**src/sap_pkg.sv**
```systemverilog
`timescale 1ns / 1ps
// ----------------------------------------------------------------------------
// sap_pkg: shared types and constants of the shelf atlas packer
// field widths, shelf table sizing, register codes and the cell interface
// ----------------------------------------------------------------------------
package sap_pkg;

   localparam int MAX_SHELVES = 64;
   localparam int NUM_SLOTS   = 2;

   localparam int DIM_W      = 13;
   localparam int POS_W      = 12;
   localparam int GUT_W      = 4;
   localparam int SLOT_W     = 1;
   localparam int CNT_W      = $clog2(MAX_SHELVES + 1);
   localparam int IDX_W      = (MAX_SHELVES > 1) ? $clog2(MAX_SHELVES) : 1;
   localparam int GRP_SIZE   = 8;
   localparam int NUM_GROUPS = (MAX_SHELVES + GRP_SIZE - 1) / GRP_SIZE;
   localparam int GRP_PAD    = NUM_GROUPS * GRP_SIZE;

   localparam int CSR_IDX_W  = 4;
   localparam int CSR_DATA_W = 13;

   localparam logic [CSR_IDX_W-1:0] CSR_ATLAS_SIZE = CSR_IDX_W'(0);
   localparam logic [CSR_IDX_W-1:0] CSR_GUTTER     = CSR_IDX_W'(1);

   localparam logic [DIM_W-1:0] ATLAS_SIZE_RST = DIM_W'(2048);
   localparam logic [GUT_W-1:0] GUTTER_RST     = GUT_W'(1);

   localparam logic REQ_PACK  = 1'b0;
   localparam logic REQ_FLUSH = 1'b1;

   typedef struct packed {
      logic              req_type;
      logic [DIM_W-1:0]  rect_width;
      logic [DIM_W-1:0]  rect_height;
      logic [SLOT_W-1:0] atlas_slot;
   } sap_req_type;

   typedef struct packed {
      logic             placed;
      logic [POS_W-1:0] pos_x;
      logic [POS_W-1:0] pos_y;
   } sap_rsp_type;

   // broadcast to every cell of the row
   typedef struct packed {
      logic              fit_en;
      logic              grp_en;
      logic              sel_en;
      logic              upd_hit;
      logic              flush;
      logic [SLOT_W-1:0] slot;
      logic [DIM_W-1:0]  rect_width;
      logic [DIM_W-1:0]  rect_height;
      logic [DIM_W-1:0]  atlas_size;
      logic [GUT_W-1:0]  gutter;
      logic [DIM_W-1:0]  new_top;
   } sap_cmd_type;

   // what a cell reports back
   typedef struct packed {
      logic             fit;
      logic [DIM_W-1:0] hit_fill;
      logic [DIM_W-1:0] hit_top;
   } sap_stat_type;

   function automatic logic [DIM_W-1:0] sat_dim(input logic [DIM_W+1:0] v);
      logic [DIM_W+1:0] lim;
      lim = {2'b00, {DIM_W{1'b1}}};
      return (v > lim) ? {DIM_W{1'b1}} : v[DIM_W-1:0];
   endfunction

endpackage

```
**src/sap_cell.sv**
```systemverilog
`timescale 1ns / 1ps
// ----------------------------------------------------------------------------
// sap_cell: one shelf position of the packer row
// holds one shelf per slot, tests it against the request and passes a
// first-fit claim bit to its right neighbor
// ----------------------------------------------------------------------------
module sap_cell (
   input  logic                 clock,
   input  logic                 reset,
   input  sap_pkg::sap_cmd_type cmd,
   input  logic                 open_we,
   input  logic                 prior_in,
   input  logic                 grp_win,
   output logic                 prior_out,
   output sap_pkg::sap_stat_type stat
);
   import sap_pkg::*;

   logic [NUM_SLOTS-1:0] live_ff, live_in;
   logic [DIM_W-1:0]     top_ff  [NUM_SLOTS];
   logic [DIM_W-1:0]     tall_ff [NUM_SLOTS];
   logic [DIM_W-1:0]     fill_ff [NUM_SLOTS];
   logic                 fit_ff, fit_in;
   logic                 first_ff, first_in;
   logic                 win_ff, win_in;

   logic [DIM_W-1:0] cur_top;
   logic [DIM_W-1:0] cur_tall;
   logic [DIM_W-1:0] cur_fill;
   logic [DIM_W:0]   fill_end;
   logic             fit_now;

   always_comb begin
      cur_top  = top_ff[cmd.slot];
      cur_tall = tall_ff[cmd.slot];
      cur_fill = fill_ff[cmd.slot];
      fill_end = {1'b0, cur_fill} + {1'b0, cmd.rect_width};
      fit_now  = live_ff[cmd.slot] && (cmd.rect_height <= cur_tall) &&
                 (fill_end <= {1'b0, cmd.atlas_size});

      fit_in   = cmd.fit_en ? fit_now : fit_ff;
      first_in = cmd.grp_en ? (fit_ff && !prior_in) : first_ff;
      win_in   = cmd.sel_en ? (first_ff && grp_win) : win_ff;

      live_in = live_ff;
      if (cmd.flush) begin
         live_in = '0;
      end else if (open_we) begin
         live_in[cmd.slot] = 1'b1;
      end
   end

   // claim ripples within the group
   assign prior_out     = prior_in || fit_ff;
   assign stat.fit      = fit_ff;
   assign stat.hit_fill = win_ff ? cur_fill : '0;
   assign stat.hit_top  = win_ff ? cur_top : '0;

   always_ff @(posedge clock) begin
      if (reset) begin
         live_ff <= '0;
      end else begin
         live_ff <= live_in;
      end
   end

   always_ff @(posedge clock) begin
      fit_ff   <= fit_in;
      first_ff <= first_in;
      win_ff   <= win_in;
      if (open_we) begin
         top_ff[cmd.slot]  <= cmd.new_top;
         tall_ff[cmd.slot] <= cmd.rect_height;
         fill_ff[cmd.slot] <= sat_dim((DIM_W+2)'(cmd.rect_width) + (DIM_W+2)'(cmd.gutter));
      end else if (cmd.upd_hit && win_ff) begin
         fill_ff[cmd.slot] <= sat_dim((DIM_W+2)'(cur_fill) + (DIM_W+2)'(cmd.rect_width) +
                                      (DIM_W+2)'(cmd.gutter));
      end
   end

endmodule

```
**config.mk**
```make
export PLATFORM = sky130hd
export DESIGN_NAME = sap_cell
export DESIGN_NICKNAME = d
export VERILOG_FILES = /design/src/sap_pkg.sv /design/src/sap_cell.sv
export SDC_FILE = /design/constraint.sdc
export NUM_CORES = 1
export LEC_CHECK = 0
export ABC_CLOCK_PERIOD_IN_PS = 7300
export BUFFER_PORTS_ARGS = -buffer_cell sky130_fd_sc_hd__buf_2
export CORE_MARGIN = 2
export CORE_UTILIZATION = 40
export DETAILED_ROUTE_END_ITERATION = 16
export PLACE_DENSITY = 0.61
export RECOVER_POWER = 100
export SLEW_MARGIN = 20
export SYNTH_ARGS = -nofsm -noshare
export SYNTH_HDL_FRONTEND = slang
export SYNTH_SLANG_ARGS = --single-unit
```
**constraint.sdc**
```tcl
create_clock -name clock -period 7.3 [get_ports clock]
set_input_delay 1.46 -clock clock [delete_from_list [all_inputs] [get_ports clock]]
set_output_delay 1.46 -clock clock [all_outputs]
set_load 0.05 [all_outputs]
```
Word level (Yosys, flattened, before mapping)
Memories as Yosys holds them, arrays and structs flattened. Index checks and enable logic that the tools add are counted.

Bits in registers: 5. RAM bits: 78. Logic and storage cells: 42. Memories: 3.

Add/subtract/negate cells: 4. Order comparisons: 6. Muxes and demuxes: 14. Bitwise operators: 2. Reductions and logical operators: 9.

Memory list: fill_ff (words 2, width 13, read ports 1, clocked after Yosys merged registers in 0, write ports 1, RTL line sap_cell.sv:22) `logic [DIM_W-1:0] fill_ff [NUM_SLOTS];`; tall_ff (words 2, width 13, read ports 1, clocked after Yosys merged registers in 0, write ports 1, RTL line sap_cell.sv:21) `logic [DIM_W-1:0] tall_ff [NUM_SLOTS];`; top_ff (words 2, width 13, read ports 1, clocked after Yosys merged registers in 0, write ports 1, RTL line sap_cell.sv:20) `logic [DIM_W-1:0] top_ff [NUM_SLOTS];`.

Operator list (count): 13-bit two-way mux (5); 13-bit by 13-bit adder with 14-bit output (2); 14-bit by 4-bit adder with 15-bit output (1); 15-bit by 13-bit > comparator with 1-bit output (second input constant) (1); 13-bit by 4-bit adder with 14-bit output (1); 14-bit by 13-bit > comparator with 1-bit output (second input constant) (1); 14-bit by 13-bit <= comparator with 1-bit output (1); 13-bit <= comparator (1); 1-bit two-way mux (8); 1-bit logical AND (6); 1-bit by 2-bit less-than comparator with 1-bit output (second input constant) (1); 2-bit OR (1); 2-bit OR reduction (1); 1-bit demux with 1-bit select (1); 1-bit greater-or-equal comparator (second input constant) (1); 1-bit zero test (1); 1-bit logical OR (1); 1-bit OR (1).

Logic depth before layout (Yosys ltp)
An unclocked memory read counts as a cell.

Word-level depth: 6. Gate-level depth with buffers: 18. Mapped depth without buffers: 16.

Worst setup path after synthesis
Ideal clock, no wire load.

Path type: input to register. Start: input port cmd[56] (netlist name). End: register fit_ff, data pin. Setup time: 0.207 ns. Arrival time: 5.031 ns. Required time: 7.093 ns. Path slack: 2.062 ns. Stages on the path: 17. Cells stage by stage: clkbuf_1 -> buf_1 -> mux2i_1 -> inv_1 -> ha_1 -> fa_1 -> nor3_1 -> o21ai_0 -> a41o_1 -> a31oi_1 -> xnor2_1 -> ha_1 -> a21o_1 -> a21oi_1 -> a21o_1 -> a31oi_1 -> a2111oi_0.

Word-level cells in the longest chain between the ends: 4. Elaborated cells on any way between the ends: 9.

RTL lines: start: declaration (RTL line sap_cell.sv:10) `input sap_pkg::sap_cmd_type cmd,`; memory 2 x 13 bit (tied with other cells); 13-bit by 13-bit adder with 14-bit output (tied with other cells) (RTL line sap_cell.sv:37) `fill_end = {1'b0, cur_fill} + {1'b0, cmd.rect_width};`; 14-bit by 13-bit <= comparator with 1-bit output or 1-bit logical AND (tied branches) (RTL line sap_cell.sv:39, sap_cell.sv:38); 1-bit logical AND (*) (RTL line sap_cell.sv:38) `fit_now = live_ff[cmd.slot] && (cmd.rect_height <= cur_tall) &&`; named net fit_now (RTL line sap_cell.sv:31) `logic fit_now;`; end signal: assignment (RTL line sap_cell.sv:68) `fit_ff <= fit_in;`; end: declaration (RTL line sap_cell.sv:23) `logic fit_ff, fit_in;`.

The timed path passes the listed nets; every way through them passes the cells marked *. The select of a mux whose other input is x is not followed. A chain may end at the register's enable or synchronous reset.

==> impl_metrics.csv <==
group,metric,value,unit
power_and_ir_drop,power.leakage,2.75,nW
die,ioPinCount,95,
placement,post-place-ws,1460,ps
sta,fmax,164,MHz
global_route,grt_max_degree,29,
global_route,grt_pass1_wl,19900,um
cells_and_area,layout_commonest_cell,"edfxtp_1",
sta,setup_viol,0,
drt,ant_nets,0,
drt,vias,3879,
synth,synth-seq-area-share,43.8,%
placement,portBuffers,94,
sta,layout_setup_ws,1200,ps
clock_network,cts_hold_buffers,0,
drt,wire_per_inst,16.7,um
power_and_ir_drop,p_per_area,222,nW/um^2
placement,gp_congestion,0.933,
clock_network,insertion_delay,330,ps
clock_network,ctsResizeCount,0,
cells_and_area,n_antenna_cell,0,
power_and_ir_drop,peakVddDrop,107,uV
sta,worst_slew_pin_slew,1810,ps
synth,synth-main-ff-cell,"edfxtp_1",
placement,dp_hpwl,9830,um
setup_path,path_max_fanout,26,
setup_path,cp.arrival,4640,ps
clock_network,numCtsBuffers,9,
cells_and_area,layout_common_cells,"edfxtp_1, ha_1, buf_2",
clock_network,cts_setup_buffers,0,
cells_and_area,fin_nets,708,
clock_network,cts.clk_slew.worst_paths,60,ps
status,violations,"capacitance limit, slew limit",
setup_path,worstPathRequired,5840,ps
cells_and_area,drive_gt1_share,13.9,%
sta,finalSetupTns,0,ps
die,row_count,43,
clock_network,tritoncts,"done",
synth,async_flop_share,0,%
global_route,antenna_found_initial,0,
die,fp.dieArea,15100,um^2
cells_and_area,fillers,1308,
sta,rsz0062_at_grt,"no",
status,status,"finished with violations",
cells_and_area,stdcell_count,756,
synth,synth_cells,474,
synth,synth_seq_cells,83,
sta,skew,8.90,ps
cells_and_area,fin_util,47.0,%
clock_network,cts_root_buf,"clkbuf_16",
drt,post-route-drc-count,0,
sta,hold_viol_final,0,
die,start_util,40.8,%
global_route,grt_usage,17.5,%
drt,postRouteWirelength,12600,um
min_path,min-delay-path-class,"flop to flop",
setup_path,start_kind,"input port",
sta,holdWs,499,ps
setup_path,critical_path_class,"input port to primary output",
placement,dp.cells,739,
global_route,grt_overflow,0,
drt,dr.pass1.iters,4,
sta,period_minus_slack,6100,ps
synth,yosysWarningCount,0,
sta,final.period_utilization,83.5,%
setup_path,endpoint_kind,"primary output",
synth,syn_area,5650,um^2
clock_network,cts_sinks,83,
clock_network,htree_levels,3,
sta,relSlewSlack,-20.7,%
synth,synth_nets,611,
cells_and_area,synthToLayoutAreaGrowth,15.2,%
die,core_area,13800,um^2
clock_network,cts_buffer_depth,2,
synth,synth_edf_count,81,
global_route,grt_pass1_vias,4022,
die,die_w,123,um
drt,drt-initial-drc-count,193,
drt,vias_per_cell,5.13,
die,die_h,123,um
flow_run,cap_viol_max_count,2,
sta,drv_slew,55,
synth,avgSynthCellArea,11.9,um^2
synth,synth_cell_type_count,54,
## cells in the mapped netlist (3+ instances only)
cell	instances	area (um^2)
edfxtp_1	81	2430
nand4_1	8	50.1
fa_1	15	300
a31oi_1	7	43.8
nor2b_1	26	163
xor2_1	11	96.3
nand3_1	6	30.0
nand2b_1	4	25.0
a22oi_1	4	30.0
mux2i_1	32	320
ha_1	55	688
o21ai_0	9	45.0
clkbuf_1	7	26.3
a22oi_2	8	100
mux2_2	10	113
a21o_1	14	105
nor3_1	5	25.0
nand3b_1	3	22.5
and2_1	11	68.8
a21oi_1	20	100
nor3b_1	3	22.5
nand2_1	12	45.0
inv_1	50	188
nor2_1	13	48.8
xnor2_1	20	175
o21a_1	4	30.0
## cells by family after synthesis
family	share of synthesized area, %
AND/OR/NAND/NOR	9.97
flip-flops	43.8
XOR/XNOR	4.81
multiplexers	7.67
AO/OA/AOI/OAI	11.8
buffers and inverters	4.45
adder cells (fa/ha/maj)	17.5
## power by group
part	internal (mW)	leakage (nW)	switching, mW	total [mW]
Clock	0.263	0.137	0.177	0.440
Sequential	0.564	0.780	0.00999	0.574
Combinational	0.171	1.83	0.259	0.430
Total	0.998	2.75	0.445	1.44
## area by class of cell
cell class	count	area (um^2)	share of cell area [%]
multi-input cells	328	2880	44.3
flip-flops and latches	83	2470	38.0
repair buffers	99	447	6.87
clock buffers	9	225	3.46
well taps	180	225	3.46
inverters	50	188	2.89
clock inverters	7	66.3	1.02
## sequential cells by signal, summed over array words and instances, names as in the netlist
| signal | flops |
|---|---|
| fit_ff | 1 |
| top_ff | 26 |
| first_ff | 1 |
| live_ff | 2 |
| tall_ff | 26 |
| fill_ff | 26 |
| win_ff | 1 |
## worst max-delay path, cell delays in order
cell	delay (ps)
clkbuf_1	900
clkbuf_1	1380
mux2i_1	200
nor2b_1	180
clkbuf_1	500
## per-layer routing
metal  up-vias  share of wire, %  track usage (%)
li1       1924                 -                -
met1      1858                45             22.4
met2        73                48             28.9
met3        24               3.6             2.70
met4         0               3.6             8.12
met5         -                 0                0
## stage by stage
stage,power (mW),cell area [um^2]
global placement,1.02,6310
floorplan,0.907,5650
global route,1.53,6500
CTS,1.47,6610
detailed placement,1.03,6310
finish,1.44,6500
## final timing paths
kind / startpoint / to / slack, ps / cells past startpoint
worst min-delay path: live_ff[1] / live_ff[1] / 500 / 2
worst max register to register: fill_ff[1][1] / fit_ff / 3300 / 15
worst max-delay path: cmd[56] / stat[11] / 1200 / 5
worst min register to register: live_ff[1] / live_ff[1] / 500 / 2
Note: power is estimated with default switching activity, not from simulation.
